--- src/sv/drp_pkg.sv ---
// ============================================================================
// DNS response parser package
// Shared types and constants for the DNS response parser.
// ============================================================================
package drp_pkg;

    typedef enum logic [6:0] {
        PH_HEADER  = 7'b0000001,
        PH_QNAME   = 7'b0000010,
        PH_QFIXED  = 7'b0000100,
        PH_ANAME   = 7'b0001000,
        PH_AFIXED  = 7'b0010000,
        PH_RDATA   = 7'b0100000,
        PH_DECIDED = 7'b1000000
    } phase_t;

    localparam logic [2:0] ST_INVALID = 3'd0;
    localparam logic [2:0] ST_FOUND   = 3'd1;
    localparam logic [2:0] ST_NONE    = 3'd2;
    localparam logic [2:0] ST_RCODE   = 3'd3;
    localparam logic [2:0] ST_TRUNC   = 3'd4;

    localparam logic [0:0] REG_EXPECTED_ID   = 1'b0;
    localparam logic [0:0] REG_EXPECTED_TYPE = 1'b1;

    localparam logic [30:0] TTL_NONE    = 31'h7FFF_FFFF;
    localparam logic [30:0] TTL_DEFAULT = 31'd30;
    localparam logic [15:0] TYPE_A      = 16'd1;
    localparam logic [15:0] TYPE_AAAA   = 16'd28;
    localparam logic [15:0] CLASS_IN    = 16'd1;
    localparam logic [3:0]  RCODE_NXDOMAIN = 4'd3;

    // Per-packet state handed to the result stage on the last byte.
    typedef struct packed {
        phase_t        phase;
        logic [2:0]    decided;
        logic [16:0]   len;
        logic [15:0]   flags;
        logic [15:0]   rtype;
        logic [63:0]   addr_hi;
        logic [63:0]   addr_lo;
        logic [30:0]   min_ttl;
        logic          ptr_seen;
        logic [13:0]   max_ptr;
    } pkt_sum_t;

endpackage

--- src/sv/drp_parse.sv ---
// ============================================================================
// DNS response parser byte engine
// Per-byte parse state update; emits a packet summary on the last byte.
// ============================================================================
module drp_parse
    import drp_pkg::*;
#(
    parameter int MAX_RECORDS = 64
)
(
    input  logic        clk,
    input  logic        rst_n,
    input  logic        step,
    input  logic [7:0]  pbyte,
    input  logic        last,
    input  logic [15:0] expected_id,
    input  logic [15:0] expected_type,
    output pkt_sum_t    sum
);

    phase_t        phase_reg, phase_next;
    logic [16:0]   pos_reg, pos_next;
    logic [15:0]   flags_reg, flags_next;
    logic [6:0]    qleft_reg, qleft_next;
    logic [6:0]    aleft_reg, aleft_next;
    logic [3:0]    fidx_reg, fidx_next;
    logic [7:0]    lleft_reg, lleft_next;
    logic [15:0]   rtype_reg, rtype_next;
    logic [15:0]   rclass_reg, rclass_next;
    logic [31:0]   rttl_reg, rttl_next;
    logic [15:0]   rdleft_reg, rdleft_next;
    logic [63:0]   ash0_reg, ash0_next;
    logic [63:0]   ash1_reg, ash1_next;
    logic [30:0]   minttl_reg, minttl_next;
    logic [13:0]   maxptr_reg, maxptr_next;
    logic          pseen_reg, pseen_next;
    logic [5:0]    phigh_reg, phigh_next;
    logic [2:0]    dec_reg, dec_next;
    logic          want_reg, want_next;

    logic [13:0]   ptr;
    logic          name_done;
    logic [3:0]    fidx_inc;
    logic [15:0]   rd_dec;
    logic [30:0]   ttl_sat;
    logic [6:0]    a_dec;
    logic [6:0]    q_dec;
    logic [15:0]   qcnt;
    logic [15:0]   acnt;

    assign ptr      = {phigh_reg, pbyte};
    assign fidx_inc = fidx_reg + 4'd1;
    assign rd_dec   = rdleft_reg - 16'd1;
    assign ttl_sat  = rttl_reg[31] ? TTL_NONE : rttl_reg[30:0];
    assign a_dec    = aleft_reg - 7'd1;
    assign q_dec    = qleft_reg - 7'd1;
    assign qcnt     = {rclass_reg[7:0], pbyte};
    assign acnt     = {rdleft_reg[7:0], pbyte};

    // Next-state logic for one byte.
    always_comb
    begin
        phase_next  = phase_reg;
        flags_next  = flags_reg;
        qleft_next  = qleft_reg;
        aleft_next  = aleft_reg;
        fidx_next   = fidx_reg;
        lleft_next  = lleft_reg;
        rtype_next  = rtype_reg;
        rclass_next = rclass_reg;
        rttl_next   = rttl_reg;
        rdleft_next = rdleft_reg;
        ash0_next   = ash0_reg;
        ash1_next   = ash1_reg;
        minttl_next = minttl_reg;
        maxptr_next = maxptr_reg;
        pseen_next  = pseen_reg;
        phigh_next  = phigh_reg;
        dec_next    = dec_reg;
        want_next   = want_reg;
        name_done   = 1'b0;
        pos_next    = (pos_reg == 17'h1FFFF) ? pos_reg : pos_reg + 17'd1;

        // Shared name skipper for question and answer names.
        if (phase_reg == PH_QNAME || phase_reg == PH_ANAME)
        begin
            if (fidx_reg == 4'd1)
            begin
                if (!pseen_reg || ptr > maxptr_reg)
                    maxptr_next = ptr;
                pseen_next = 1'b1;
                fidx_next  = 4'd0;
                name_done  = 1'b1;
            end
            else if (lleft_reg != 8'd0)
                lleft_next = lleft_reg - 8'd1;
            else if (pbyte == 8'd0)
                name_done = 1'b1;
            else if (pbyte[7:6] == 2'b11)
            begin
                phigh_next = pbyte[5:0];
                fidx_next  = 4'd1;
            end
            else
                lleft_next = pbyte;
        end

        unique case (phase_reg)
            PH_HEADER:
            begin
                if (pos_reg == 17'd0 || pos_reg == 17'd1)
                    rtype_next = {rtype_reg[7:0], pbyte};
                if (pos_reg == 17'd2 || pos_reg == 17'd3)
                    flags_next = {flags_reg[7:0], pbyte};
                if (pos_reg == 17'd4 || pos_reg == 17'd5)
                    rclass_next = qcnt;
                if (pos_reg == 17'd6 || pos_reg == 17'd7)
                    rdleft_next = acnt;
                if (pos_reg == 17'd11)
                begin
                    if (rtype_reg != expected_id || !flags_reg[15]
                        || flags_reg[14:11] != 4'd0)
                    begin
                        dec_next   = ST_INVALID;
                        phase_next = PH_DECIDED;
                    end
                    else if (flags_reg[3:0] != 4'd0)
                    begin
                        dec_next   = ST_RCODE;
                        phase_next = PH_DECIDED;
                    end
                    else if (rclass_reg > 16'(MAX_RECORDS)
                             || rdleft_reg > 16'(MAX_RECORDS))
                    begin
                        dec_next   = ST_INVALID;
                        phase_next = PH_DECIDED;
                    end
                    else
                    begin
                        qleft_next  = rclass_reg[6:0];
                        aleft_next  = rdleft_reg[6:0];
                        rtype_next  = 16'd0;
                        rclass_next = 16'd0;
                        rdleft_next = 16'd0;
                        fidx_next   = 4'd0;
                        lleft_next  = 8'd0;
                        if (rclass_reg[6:0] != 7'd0)
                            phase_next = PH_QNAME;
                        else if (rdleft_reg[6:0] == 7'd0)
                        begin
                            dec_next   = ST_NONE;
                            phase_next = PH_DECIDED;
                        end
                        else
                            phase_next = PH_ANAME;
                    end
                end
            end
            PH_QNAME:
            begin
                if (name_done)
                begin
                    phase_next = PH_QFIXED;
                    fidx_next  = 4'd0;
                end
            end
            PH_QFIXED:
            begin
                fidx_next = fidx_inc;
                if (fidx_inc >= 4'd4)
                begin
                    qleft_next = q_dec;
                    fidx_next  = 4'd0;
                    lleft_next = 8'd0;
                    if (q_dec != 7'd0)
                        phase_next = PH_QNAME;
                    else if (aleft_reg == 7'd0)
                    begin
                        dec_next   = ST_NONE;
                        phase_next = PH_DECIDED;
                    end
                    else
                        phase_next = PH_ANAME;
                end
            end
            PH_ANAME:
            begin
                if (name_done)
                begin
                    phase_next = PH_AFIXED;
                    fidx_next  = 4'd0;
                end
            end
            PH_AFIXED:
            begin
                if (fidx_reg < 4'd2)
                    rtype_next = {rtype_reg[7:0], pbyte};
                else if (fidx_reg < 4'd4)
                    rclass_next = {rclass_reg[7:0], pbyte};
                else if (fidx_reg < 4'd8)
                    rttl_next = {rttl_reg[23:0], pbyte};
                else
                    rdleft_next = {rdleft_reg[7:0], pbyte};
                fidx_next = fidx_inc;
                if (fidx_inc >= 4'd10)
                begin
                    // Fixed fields complete: rdleft_next holds the length.
                    fidx_next = 4'd0;
                    if (ttl_sat < minttl_reg)
                        minttl_next = ttl_sat;
                    want_next = rclass_reg == CLASS_IN && rtype_reg == expected_type
                        && ((rtype_reg == TYPE_A && rdleft_next == 16'd4)
                            || (rtype_reg == TYPE_AAAA && rdleft_next == 16'd16));
                    ash0_next = 64'd0;
                    ash1_next = 64'd0;
                    if (rdleft_next != 16'd0)
                        phase_next = PH_RDATA;
                    else
                    begin
                        aleft_next = a_dec;
                        if (a_dec == 7'd0)
                        begin
                            dec_next   = ST_NONE;
                            phase_next = PH_DECIDED;
                        end
                        else
                        begin
                            phase_next = PH_ANAME;
                            lleft_next = 8'd0;
                        end
                    end
                end
            end
            PH_RDATA:
            begin
                ash0_next   = {ash0_reg[55:0], ash1_reg[63:56]};
                ash1_next   = {ash1_reg[55:0], pbyte};
                rdleft_next = rd_dec;
                if (rd_dec == 16'd0)
                begin
                    if (want_reg)
                    begin
                        dec_next   = ST_FOUND;
                        phase_next = PH_DECIDED;
                    end
                    else
                    begin
                        aleft_next = a_dec;
                        if (a_dec == 7'd0)
                        begin
                            dec_next   = ST_NONE;
                            phase_next = PH_DECIDED;
                        end
                        else
                        begin
                            phase_next = PH_ANAME;
                            fidx_next  = 4'd0;
                            lleft_next = 8'd0;
                        end
                    end
                end
            end
            PH_DECIDED:
            begin
            end
            default:
            begin
            end
        endcase
    end

    // Summary of the packet as it stands after this byte.
    always_comb
    begin
        sum.phase    = phase_next;
        sum.decided  = dec_next;
        sum.len      = pos_next;
        sum.flags    = flags_next;
        sum.rtype    = rtype_next;
        sum.addr_hi  = ash0_next;
        sum.addr_lo  = ash1_next;
        sum.min_ttl  = minttl_next;
        sum.ptr_seen = pseen_next;
        sum.max_ptr  = maxptr_next;
    end

    // State registers; every packet starts afresh after its last byte.
    always_ff @(posedge clk or negedge rst_n)
    begin
        if (!rst_n)
        begin
            phase_reg  <= PH_HEADER;
            pos_reg    <= 17'd0;
            flags_reg  <= 16'd0;
            qleft_reg  <= 7'd0;
            aleft_reg  <= 7'd0;
            fidx_reg   <= 4'd0;
            lleft_reg  <= 8'd0;
            rtype_reg  <= 16'd0;
            rclass_reg <= 16'd0;
            rttl_reg   <= 32'd0;
            rdleft_reg <= 16'd0;
            ash0_reg   <= 64'd0;
            ash1_reg   <= 64'd0;
            minttl_reg <= TTL_NONE;
            maxptr_reg <= 14'd0;
            pseen_reg  <= 1'b0;
            phigh_reg  <= 6'd0;
            dec_reg    <= ST_INVALID;
            want_reg   <= 1'b0;
        end
        else if (step && last)
        begin
            phase_reg  <= PH_HEADER;
            pos_reg    <= 17'd0;
            flags_reg  <= 16'd0;
            qleft_reg  <= 7'd0;
            aleft_reg  <= 7'd0;
            fidx_reg   <= 4'd0;
            lleft_reg  <= 8'd0;
            rtype_reg  <= 16'd0;
            rclass_reg <= 16'd0;
            rttl_reg   <= 32'd0;
            rdleft_reg <= 16'd0;
            ash0_reg   <= 64'd0;
            ash1_reg   <= 64'd0;
            minttl_reg <= TTL_NONE;
            maxptr_reg <= 14'd0;
            pseen_reg  <= 1'b0;
            phigh_reg  <= 6'd0;
            dec_reg    <= ST_INVALID;
            want_reg   <= 1'b0;
        end
        else if (step)
        begin
            phase_reg  <= phase_next;
            pos_reg    <= pos_next;
            flags_reg  <= flags_next;
            qleft_reg  <= qleft_next;
            aleft_reg  <= aleft_next;
            fidx_reg   <= fidx_next;
            lleft_reg  <= lleft_next;
            rtype_reg  <= rtype_next;
            rclass_reg <= rclass_next;
            rttl_reg   <= rttl_next;
            rdleft_reg <= rdleft_next;
            ash0_reg   <= ash0_next;
            ash1_reg   <= ash1_next;
            minttl_reg <= minttl_next;
            maxptr_reg <= maxptr_next;
            pseen_reg  <= pseen_next;
            phigh_reg  <= phigh_next;
            dec_reg    <= dec_next;
            want_reg   <= want_next;
        end
    end

endmodule

--- src/sv/drp_result.sv ---
// ============================================================================
// DNS response parser result stage
// Turns the packet summary into the status word and holds it for output.
// ============================================================================
module drp_result
    import drp_pkg::*;
(
    input  logic         clk,
    input  logic         rst_n,
    input  logic         load,
    input  logic         take,
    input  pkt_sum_t     sum,
    output logic         valid,
    output logic [167:0] word
);

    logic         valid_reg, valid_next;
    logic [167:0] word_reg;
    logic [2:0]   st;
    logic         tc;
    logic [63:0]  a_hi;
    logic [63:0]  a_lo;
    logic         v6;
    logic [30:0]  ttl;
    logic         tflag;
    logic         cach;

    assign tc = sum.flags[9];

    // Final status decision.
    always_comb
    begin
        priority if (sum.len > 17'd65535)
            st = ST_INVALID;
        else if (sum.phase == PH_DECIDED
                 && (sum.decided == ST_INVALID || sum.decided == ST_RCODE))
            st = sum.decided;
        else if (sum.phase == PH_HEADER)
            st = ST_INVALID;
        else if ((sum.ptr_seen && {3'd0, sum.max_ptr} >= sum.len)
                 || sum.phase != PH_DECIDED)
            st = tc ? ST_TRUNC : ST_INVALID;
        else
            st = sum.decided;
    end

    // Output fields for that status.
    always_comb
    begin
        a_hi  = 64'd0;
        a_lo  = 64'd0;
        v6    = 1'b0;
        ttl   = 31'd0;
        tflag = 1'b0;
        cach  = 1'b0;
        if (st == ST_FOUND)
        begin
            if (sum.rtype == TYPE_AAAA)
            begin
                a_hi = sum.addr_hi;
                a_lo = sum.addr_lo;
                v6   = 1'b1;
            end
            else
                a_lo = {32'd0, sum.addr_lo[31:0]};
        end
        if (st == ST_FOUND || st == ST_NONE)
        begin
            ttl   = (sum.min_ttl == TTL_NONE) ? TTL_DEFAULT : sum.min_ttl;
            tflag = tc;
            cach  = 1'b1;
        end
        else if (st == ST_RCODE)
        begin
            ttl   = TTL_DEFAULT;
            tflag = tc;
            cach  = sum.flags[3:0] == RCODE_NXDOMAIN;
        end
        else if (st == ST_TRUNC)
        begin
            ttl   = TTL_DEFAULT;
            tflag = 1'b1;
            cach  = 1'b1;
        end
    end

    always_comb
    begin
        valid_next = valid_reg;
        if (take)
            valid_next = 1'b0;
        if (load)
            valid_next = 1'b1;
    end

    always_ff @(posedge clk or negedge rst_n)
    begin
        if (!rst_n)
            valid_reg <= 1'b0;
        else
            valid_reg <= valid_next;
    end

    always_ff @(posedge clk)
    begin
        if (load)
            word_reg <= {3'b000, cach, tflag, ttl, v6, a_lo, a_hi, st};
    end

    assign valid = valid_reg;
    assign word  = word_reg;

endmodule

--- src/sv/dns_response_parser_core.sv ---
// ============================================================================
// DNS response parser core
// Streams a DNS response byte by byte and reports one address result a packet.
// ============================================================================
// The result word is registered and becomes valid in the cycle after the last byte is accepted.
// Throughput: one byte per cycle; a byte is taken every cycle unless a result
// still waits in the output register while another last byte arrives.
// Reset: rst_n clears parse state, the output valid and the registers
// (expected_id 0, expected_type 1).
module dns_response_parser_core
    import drp_pkg::*;
#(
    parameter int MAX_RECORDS = 64
)
(
    input  logic         clk,
    input  logic         rst_n,
    input  logic         s_axis_tvalid,
    output logic         s_axis_tready,
    input  logic [7:0]   s_axis_tdata,   // packet_byte
    input  logic         s_axis_tlast,   // end_of_packet
    output logic         m_axis_tvalid,
    input  logic         m_axis_tready,
    // status[2:0], address_high[66:3], address_low[130:67], address_is_v6[131],
    // ttl_seconds[162:132], truncated_flag[163], cacheable[164], zero fill
    output logic [167:0] m_axis_tdata,
    input  logic         cfg_we,
    input  logic [0:0]   cfg_index,
    input  logic [15:0]  cfg_data
);

    logic [15:0] exp_id_reg;
    logic [15:0] exp_type_reg;
    logic        step;
    logic        take;
    pkt_sum_t    sum;

    // Configuration registers.
    always_ff @(posedge clk or negedge rst_n)
    begin
        if (!rst_n)
        begin
            exp_id_reg   <= 16'd0;
            exp_type_reg <= TYPE_A;
        end
        else if (cfg_we)
        begin
            unique case (cfg_index)
                REG_EXPECTED_ID:   exp_id_reg   <= cfg_data;
                REG_EXPECTED_TYPE: exp_type_reg <= cfg_data;
                default:           exp_id_reg   <= exp_id_reg;
            endcase
        end
    end

    // Only a last byte needs room in the output register.
    assign take          = m_axis_tvalid && m_axis_tready;
    assign s_axis_tready = !m_axis_tvalid || m_axis_tready || !s_axis_tlast;
    assign step          = s_axis_tvalid && s_axis_tready;

    drp_parse #(
        .MAX_RECORDS (MAX_RECORDS)
    ) u_parse (
        .clk           (clk),
        .rst_n         (rst_n),
        .step          (step),
        .pbyte         (s_axis_tdata),
        .last          (s_axis_tlast),
        .expected_id   (exp_id_reg),
        .expected_type (exp_type_reg),
        .sum           (sum)
    );

    drp_result u_result (
        .clk   (clk),
        .rst_n (rst_n),
        .load  (step && s_axis_tlast),
        .take  (take),
        .sum   (sum),
        .valid (m_axis_tvalid),
        .word  (m_axis_tdata)
    );

    // A result is never overwritten before it is taken.
    assert property (@(posedge clk) disable iff (!rst_n)
        (m_axis_tvalid && !m_axis_tready) |-> !(step && s_axis_tlast))
        else $error("result overwritten");

    // A last byte produces a result in the next cycle.
    assert property (@(posedge clk) disable iff (!rst_n)
        (step && s_axis_tlast) |=> m_axis_tvalid)
        else $error("missing result");

    // Address fields are zero unless an address was found; the check covers the address_is_v6 flag only.
    assert property (@(posedge clk) disable iff (!rst_n)
        (m_axis_tvalid && m_axis_tdata[2:0] != ST_FOUND) |-> !m_axis_tdata[131])
        else $error("address flag without address");

endmodule
--- config.mk ---
export PLATFORM = sky130hd
export DESIGN_NAME = dns_response_parser_core
export DESIGN_NICKNAME = d
export VERILOG_FILES = /design/src/sv/drp_pkg.sv /design/src/sv/drp_parse.sv /design/src/sv/drp_result.sv /design/src/sv/dns_response_parser_core.sv
export SDC_FILE = /design/constraint.sdc
export NUM_CORES = 1
export LEC_CHECK = 0
export BUFFER_PORTS_ARGS = -buffer_cell sky130_fd_sc_hd__buf_4
export CORE_MARGIN = 2
export CORE_UTILIZATION = 45
export CTS_BUF_LIST = sky130_fd_sc_hd__clkbuf_4
export DETAILED_ROUTE_END_ITERATION = 6
export GPL_TIMING_DRIVEN = 0
export HOLD_SLACK_MARGIN = 0.03
export PLACE_DENSITY = 0.62
export SYNTH_ARGS = -nofsm -noshare
export SYNTH_HDL_FRONTEND = slang
export SYNTH_SLANG_ARGS = --single-unit
--- constraint.sdc ---
create_clock -name clk -period 7.9 [get_ports clk]
set_input_delay 1.185 -clock clk [delete_from_list [all_inputs] [get_ports clk]]
set_output_delay 1.185 -clock clk [all_outputs]
set_load 0.01 [all_outputs]
==> qor.csv, run 1 <==
metric,value,unit
status,finished clean,
min_period,6896,ps
cts-root-buf,clkbuf_4,
synthArstFlopShare,0.6863,
cts_tree,done,
die_w,245.8,um
grt_usage,0.2656,
cts_hold_buf,0,
max-cap-violations,0,
ctsResizeCount,0,
place.gp.congestion,0.9471,
multi_input_comb_area,11190,um2
portBuffers,196,
ys_warn_count,0,
cts_setup_buffers,0,
coreArea,57810,um2
synth_top_area_cell,dfrtp_1,
p_leak,0.01314,uW
power,6392,uW
hold_ws,186.3,ps
chipHeight,245.8,um
synth_seq_cells,526,
post-place-ws,63.60,ps
fill_cells,5244,
cp.required,8720,ps
fin_crit_sh,0.8729,
overflow,0,
max_clock_freq,0.1450,GHz
power_density,207.2,nW/um2
synth_top_area_frac,0.3120,
rsz0062_at_grt,false,
grt_max_degree,113,
final-hold-violation-count,0,
end_kind,flip-flop,
setup_viol_count_final,0,
skew,51.59,ps
ant_nets,0,
drive_above_1_share,0.1860,
dieArea,60420,um2
synthCells,2523,
start_util,0.4552,
path_clk_slew,60,ps
first_iter_violations,2185,
cts_inserted_buffers,144,
dp_hpwl,57460,um
grt_pass1_wl,124200,um
ys_seq_area_frac,0.5332,
tightest_slew,1395,ps
ys_top_cells_by_count,"328 x dfrtp_1, 317 x nor2_1, 204 x a22o_1, 170 x nand2_1, 165 x edfxtp_1",
worstSetupPathType,input pin to flip-flop,
hp-class,input pin to async pin,
crit_path_max_fanout,10,
synth_area,26310,um2
final_nets,2977,
syn_to_final_growth,17.24,%
largest_register_ffs,165,
ioPinCount,201,
synth_area_per_cell,10.43,um2
htreeDepth,4,
setup_slack,1004,ps
peakVddDrop,0.1292,mV
cpMaxStageDelayCell,or4_1,
grt_pass1_vias,21722,
antenna_found_initial,1,
cts.sinks,526,
utilization,0.5336,
cts.path.max_buffers,3,
final_max_slew_viol_count,0,
insertion_delay,1010,ps
synth.distinct_cells,81,
std_cell_rows,88,
wl,80450,um
viasPerCell,5.935,
synthMostInstantiatedCell,dfrtp_1,
synth_edf_count,165,
first_pass_iters,6,
slowest_delay,610,ps
wl_per_cell,21.40,um
ys.flop_type,dfrtp_1,
drc,0,
synth_area_leaders,"dfrtp_1 31%, edfxtp_1 19%, a22o_1 6.8%",
relSlewSlack,0.06661,
cp.arrival,7720,ps
register_area,14030,um2
num_vias,22315,
critPathLaunchType,input pin,
-- cell families (layout without fill, tap and decap cells) --
family,Yosys count,count (layout),synth area share
DFF,526,526,0.5332
adders and majority gates,76,76,0.03576
buffers and inverters,279,748,0.04180
xor gates and xnor gates,53,53,0.01764
other,1,4,0.0001425
AOI/OAI and AO/OA,756,756,0.2043
muxes,74,74,0.03039
and+or+nand+nor,758,758,0.1367
-- area by class of cell --
type,instances,area share
sequential,526,0.4548
multi-input combinational,1720,0.3629
clock buffer,218,0.05305
timing repair buffer,203,0.05273
tap,765,0.03103
buffer,176,0.02324
inverter,103,0.01253
clock inverter,48,0.009613
antenna,1,0.00008112
-- worst max-delay path, delay by kind of cell --
kind | cells | cell delay [ps]
buf+inv | 7 | 2030
mux | 1 | 420
compound gates | 13 | 2280
fa+ha+maj | 2 | 380
simple gates | 6 | 1400
-- cell usage in the layout, fill, tap and decap left out, types with 7 or more instances in the layout --
cell      count
dfrtp_1     328
nor2_1      317
clkbuf_4    219
a22o_1      204
buf_4       198
nand2_1     170
edfxtp_1    165
clkbuf_1    158
a22oi_1     143
a21oi_1     126
o21ai_0     119
inv_1       102
ha_1         72
mux2_2       47
nand4_1      43
nor4_1       43
nor3_1       39
a211oi_1     33
dfstp_2      33
clkinv_1     31
xnor2_1      28
mux2i_1      27
nand3_1      26
xor2_1       25
nand2b_1     16
o211ai_1     15
a31oi_1      15
or4_1        13
nor2b_1      13
o31ai_1      12
or3_1        11
a21o_1       11
o21a_1       11
and2_1       10
nor3b_1      10
o22ai_1       7
-- power breakdown --
group / internal (uW) / switching (uW)
clock network: 1370 / 1200
logic: 287 / 546
registers: 2910 / 71.6
total: 4570 / 1820
-- metrics by stage --
stage / instance area (um2) / setup TNS [ps] / cells
finish: 30850 / 0 / 3760
global route: 30850 / 0 / 3760
CTS: 30840 / 0 / 3759
detailed placement: 28910 / 0 / 3493
global placement: 28750 / -351070 / 3486
floorplan: 26320 / 0 / 2525
-- per-layer routing --
layer / vias to the layer above / global-route usage / part of all wire
met5: - / 0 / 0
met4: 0 / 0.1073 / 0.030
met3: 164 / 0.05620 / 0.069
met2: 894 / 0.4056 / 0.46
met1: 11054 / 0.3687 / 0.44
li1: 10203 / - / -
-- worst paths after layout --
path / start / cells past startpoint / slack [ps] / endpoint
max: s_axis_tdata[0] / 29 / 1000 / u_result.word[66]
max reg2reg: u_parse.phigh_reg[0] / 26 / 1230 / u_result.word[66]
min in group clk: m_axis_tready / 2 / 410 / u_result.valid
min reg2reg: u_parse.ash0_reg[63] / 1 / 500 / u_parse.ash0_reg[63]
max in group asynchronous: rst_n / 3 / 6360 / u_parse.minttl_reg[7]
min: rst_n / 1 / 190 / exp_id_reg[15]
Power figures use the tool's default switching activity.
==> run 2: changes to the inputs <==
--- a/config.mk
+++ b/config.mk
@@ -12,7 +12,8 @@
 export DETAILED_ROUTE_END_ITERATION = 6
 export GPL_TIMING_DRIVEN = 0
 export HOLD_SLACK_MARGIN = 0.03
-export PLACE_DENSITY = 0.62
+export PLACE_DENSITY = 0.61
 export SYNTH_ARGS = -nofsm -noshare
 export SYNTH_HDL_FRONTEND = slang
+export SYNTH_HIERARCHICAL = 1
 export SYNTH_SLANG_ARGS = --single-unit
==> run 2 against run 1 <==
The flow now finishes with violations (capacitance limit). Combinational power is 93% higher. Die area is 6.5% higher. Clock power is 2% lower.
==> qor.csv, run 2 <==
metric,value,unit,change
status,finished with violations,,
violations,capacitance limit,,
most-common-layout-cells,"336 x a22o_1, 328 x dfrtp_1, 223 x clkbuf_4, 202 x buf_4, 168 x clkbuf_1",,
peakVddDrop,0.1243,mV,-3.7%
syn_to_final_growth,16.72,%,
place.gp.congestion,0.9508,,+0.39%
power,7362,uW,+15%
cts.sinks,526,,unchanged
rr_endpoint,u_result/word[66],,
detailed_place.area,30810,um2,+6.6%
p_seq_frac,0.439,,-0.028
rsz0062_at_grt,false,,
antenna_found_initial,2,,+1
p_int,5028,uW,+10%
htreeDepth,4,,unchanged
sw_frac_of_total,0.3170,,+0.03204
wl,89350,um,+11%
insertion_delay,960,ps,-50 ps
cp.arrival,8220,ps,+500 ps
viasPerCell,5.980,,+0.76%
p_leak,0.01446,uW,+10%
relSlewSlack,0.009476,,-0.05714
dpl.cell_count,3654,,+4.6%
final_max_slew_viol_count,0,,unchanged
ff2ff_path_depth,20,,-23%
reg2reg_slack,520,ps,-710 ps
critPathLaunchType,input pin,,
tightest_slew,1482,ps,+86.98 ps
grt_max_degree,123,,+8.8%
cp.required,8680,ps,-40 ps
synthCells,2609,,+3.4%
fin_area,32730,um2,+6.1%
largest_register_ffs,165,,unchanged
power_density,224.9,nW/um2,+8.5%
cts.path.max_buffers,3,,unchanged
rr_startpoint,u_parse/rdleft_reg[1],,
ant_nets,0,,unchanged
ys_warn_count,6,,+6
switchingPower,2334,uW,+28%
grt_pass1_wl,137600,um,+11%
num_vias,23471,,+5.2%
comb_power_share,0.218,,+0.088
cts-root-buf,clkbuf_4,,
ioPinCount,201,,unchanged
synth_area,28040,um2,+6.6%
cts_tree,done,,
grt_pass1_vias,23203,,+6.8%
cts_setup_buffers,0,,unchanged
final_nets,3070,,+3.1%
holdPathEnd,exp_id_reg[1],,
setup_viol_count_final,0,,unchanged
drive_above_1_share,0.2149,,+0.02887
start_util,0.4544,,-0.0007904
wl_per_cell,22.76,um,+6.4%
skew,51.12,ps,-0.4741 ps
layout_commonest_cell,a22o_1,,
die_w,253.6,um,+3.2%
first_iter_violations,2172,,-0.59%
crit_path_max_fanout,10,,unchanged
min_from,cfg_data[1],,
path_clk_slew,70,ps,about the same
synth_area_per_cell,10.75,um2,+3.1%
portBuffers,197,,+0.51%
std_cell_rows,91,,+3.4%
chipHeight,253.6,um,+3.2%
worstSetupPathType,input pin to flip-flop,,
first_pass_iters,6,,unchanged
dieArea,64320,um2,+6.5%
max-cap-violations,1,,+1
min_period,7431,ps,+534.8 ps
overflow,0,,unchanged
final-hold-violation-count,0,,unchanged
max_clock_freq,0.1346,GHz,-7.2%
fin_crit_sh,0.9406,,+0.06769
hold_depth,2,,
cts_inserted_buffers,146,,+1.4%
clkPwrFrac,0.343,,-0.060
coreArea,61710,um2,+6.8%
final_cells,3925,,+4.4%
grt_usage,0.2795,,+0.01392
end_kind,flip-flop,,
drc,0,,unchanged
dp_hpwl,63540,um,+11%
hp-class,input pin to flip-flop,,
[run 2: per-stage QoR]
stage	hold slack (ps)	TNS, ps	setup WS, ps	util
6_report	477.4	0	469.1	0.5304
5_1_grt	362.4	0	328.2	0.5304
4_1_cts	330.6	0	738.2	0.5302
3_5_place_dp	486.7	-7087	-218.0	0.4992
3_3_place_gp	482.6	-128140	-755.9	0.4955
2_1_floorplan	464.3	0	1380	-
[run 2: per-layer routing]
metal	share of wire	wire [um]	up-vias	GRT usage
li1	-	-	10635	-
met1	0.45	39770	11744	0.3902
met2	0.45	40550	905	0.4265
met3	0.072	6417	187	0.06166
met4	0.029	2610	0	0.1047
met5	0	0	-	0
[run 2: timing repair]
action,in CTS,in global routing
endpoints found under the hold margin,28,0
resized for setup,0,0
setup endpoints to repair,0,0
hold buffers,1,0
[run 2: layout make-up]
type                       count  area (um2)
buffer                       197       839.6
clock buffer                 223        1674
clock inverter                44       229.0
timing repair buffer         207        1707
inverter                      94       352.8
multi-input combinational   1794       12840
antenna                        3       7.507
sequential                   526       14030
fill                        5664       28980
tap                          837        1047
[run 2: how the worst max path moves through the flow]
stage / to / slack, ps / cells after the start / from
floorplan: u_result/word[0] / 1380 / 2 / m_axis_tready
global placement: u_result/word[45] / -760 / 3 / m_axis_tready
detailed placement: u_result/word[66] / -220 / 23 / s_axis_tdata[0]
CTS: u_result/word[66] / 740 / 20 / u_parse/rdleft_reg[1]
global route: u_result/word[66] / 330 / 23 / s_axis_tdata[0]
finish: u_result/word[66] / 470 / 23 / s_axis_tdata[0]
[run 2: power by group through the flow]
stage	Clock, uW	Sequential, uW	Combinational [uW]
CTS	2610	3220	1590
detailed placement	0	3280	1580
finish	2530	3230	1610
global route	2750	3250	1760
floorplan	0	3250	1050
global placement	0	3280	1530
[run 2: worst max-delay path, cell delays in order]
cell and delay, ps:
buf_4 130, clkbuf_1 440, inv_1 300, ha_1 190, inv_1 50, a21oi_1 120, o221ai_1 170, a21oi_1 200
nor2b_1 60, o41ai_1 1040, a211o_1 380, buf_1 460, mux2_2 400, ha_1 310, a211o_1 290, a211oi_1 200
o211ai_1 230, a21o_1 270, nor4b_4 700, and4_1 330, buf_4 200, clkbuf_2 330, and2_1 210
==> run 3: changes to the inputs <==
==> constraint.sdc (replaced) <==
create_clock -name clk -period 8.5 [get_ports clk]
set_input_delay 1.275 -clock clk [delete_from_list [all_inputs] [get_ports clk]]
set_output_delay 1.275 -clock clk [all_outputs]
set_load 0.01 [all_outputs]
==> run 3 against run 2 <==
The flow still finishes with violations (capacitance limit). Sequential power down 7.1%. Register-to-register slack better by 610 ps. Cell count about the same. Flip-flop and latch count unchanged. Setup slack better by 560 ps. Critical path type unchanged. Critical endpoint unchanged. Largest power group unchanged. Highest routed layer unchanged.
==> qor.csv, run 3 (synthesis gave the netlist of run 2 again) <==
metric,value,unit,change
rr_endpoint,u_result/word[66],,
cts_setup_buffers,0,,unchanged
start_util,0.4544,,unchanged
grt_max_degree,123,,unchanged
htreeDepth,4,,unchanged
syn_to_final_growth,16.69,%,about the same
power_density,209.0,nW/um2,-7.1%
cts.sinks,526,,unchanged
worstSetupPathType,input pin to flip-flop,,
layout_commonest_cell,a22o_1,,
max_clock_freq,0.1339,GHz,
power,6839,uW,-7.1%
grt_pass1_vias,23209,,+0.026%
cp.arrival,8260,ps,+40 ps
place.gp.congestion,0.9508,,unchanged
ant_nets,0,,unchanged
coreArea,61710,um2,unchanged
path_clk_slew,60,ps,about the same
final-hold-violation-count,0,,unchanged
std_cell_rows,91,,unchanged
final_cells,3924,,-0.025%
end_kind,flip-flop,,
p_leak,0.01446,uW,about the same
skew,56.76,ps,+5.647 ps
first_pass_iters,5,,-1
dp_hpwl,63540,um,unchanged
cts-root-buf,clkbuf_4,,
cts_hold_buf,0,,-1
chipHeight,253.6,um,unchanged
most-common-layout-cells,"336 x a22o_1, 328 x dfrtp_1, 223 x clkbuf_4, 202 x buf_4, 168 x clkbuf_1",,
final_nets,3069,,-0.033%
hp-class,input pin to async pin,,
reg2reg_slack,1130,ps,+610 ps
overflow,0,,unchanged
dieArea,64320,um2,unchanged
insertion_delay,960,ps,about the same
cp.required,9290,ps,+610 ps
ioPinCount,201,,unchanged
cts.path.max_buffers,3,,unchanged
peakVddDrop,0.1150,mV,-7.5%
drive_above_1_share,0.2150,,about the same
num_vias,23465,,-0.026%
setup_viol_count_final,0,,unchanged
drc,0,,unchanged
crit_path_max_fanout,10,,unchanged
violations,capacitance limit,,
utilization,0.5302,,about the same
status,finished with violations,,
wl_per_cell,22.78,um,about the same
max-cap-violations,1,,unchanged
rsz0062_at_grt,false,,
tightest_slew,1466,ps,-16.16 ps
grt_pass1_wl,137600,um,about the same
dpl.cell_count,3654,,unchanged
rr_startpoint,u_parse/rdleft_reg[1],,
relSlewSlack,0.02028,,+0.01080
portBuffers,197,,unchanged
min_period,7471,ps,
critPathLaunchType,input pin,,
wl,89380,um,about the same
antenna_found_initial,2,,unchanged
grt_usage,0.2795,,about the same
largest_register_ffs,165,,unchanged
die_w,253.6,um,unchanged
final_max_slew_viol_count,0,,unchanged
ctsResizeCount,0,,unchanged
cts_inserted_buffers,146,,unchanged
fin_crit_sh,0.8789,,
fill_cells,5665,,+0.018%
cts_tree,done,,
ff2ff_path_depth,20,,unchanged
viasPerCell,5.980,,about the same
first_iter_violations,2102,,-3.2%
[run 3: worst max path at each step]
stage | to | from | slack [ps]
after floorplan | u_result/word[0] | m_axis_tready | 1890
after global placement | u_result/word[45] | m_axis_tready | -250
after detailed placement | u_result/word[66] | s_axis_tdata[0] | 290
after CTS | u_result/word[66] | u_parse/rdleft_reg[1] | 1340
after global routing | u_result/word[66] | s_axis_tdata[0] | 840
final | u_result/word[66] | s_axis_tdata[0] | 1030
[run 3: power breakdown]
group	switching (uW)	internal (uW)
Clock	1110	1230
Sequential	162	2840
Combinational	893	599
Total	2170	4670
[run 3: critical path, cell delays in order]
cell      delay [ps]
buf_4            130
clkbuf_1         430
inv_1            310
ha_1             190
inv_1             50
a21oi_1          120
o221ai_1         160
a21oi_1          190
nor2b_1           60
o41ai_1          990
a211o_1          380
buf_1            470
mux2_2           400
ha_1             310
a211o_1          290
a211oi_1         200
o211ai_1         220
a21o_1           270
nor4b_4          710
and4_1           330
buf_4            200
clkbuf_2         330
and2_1           210
[run 3: cell type report]
| class | count | area, um2 | share of cell area |
|---|---|---|---|
| antenna | 3 | 7.507 | 0.0002294 |
| buffer | 197 | 839.6 | 0.02566 |
| clock buffer | 223 | 1674 | 0.05117 |
| clock inverter | 44 | 229.0 | 0.006998 |
| inverter | 94 | 352.8 | 0.01078 |
| multi-input combinational | 1794 | 12840 | 0.3925 |
| sequential | 526 | 14030 | 0.4288 |
| tap | 837 | 1047 | 0.03201 |
| timing repair buffer | 206 | 1697 | 0.05185 |
[run 3: metal layers]
layer | global-route usage | vias to the layer above | part of all wire
met2 | 0.4265 | 934 | 0.46
met4 | 0.1047 | 0 | 0.029
met5 | 0 | - | 0
li1 | - | 10621 | -
met3 | 0.06166 | 191 | 0.069
met1 | 0.3902 | 11719 | 0.45
[run 3: metrics by stage]
step | hold slack (ps) | area (um2) | setup slack, ps | setup TNS (ps)
detailed placement | 486.7 | 30810 | 292.0 | 0
finish | 188.5 | 32720 | 1029 | 0
global route | 90.39 | 32720 | 838.2 | 0
global placement | 482.6 | 30580 | -245.9 | -30440
floorplan | 464.3 | 28050 | 1890 | 0
CTS | 60.98 | 32710 | 1338 | 0
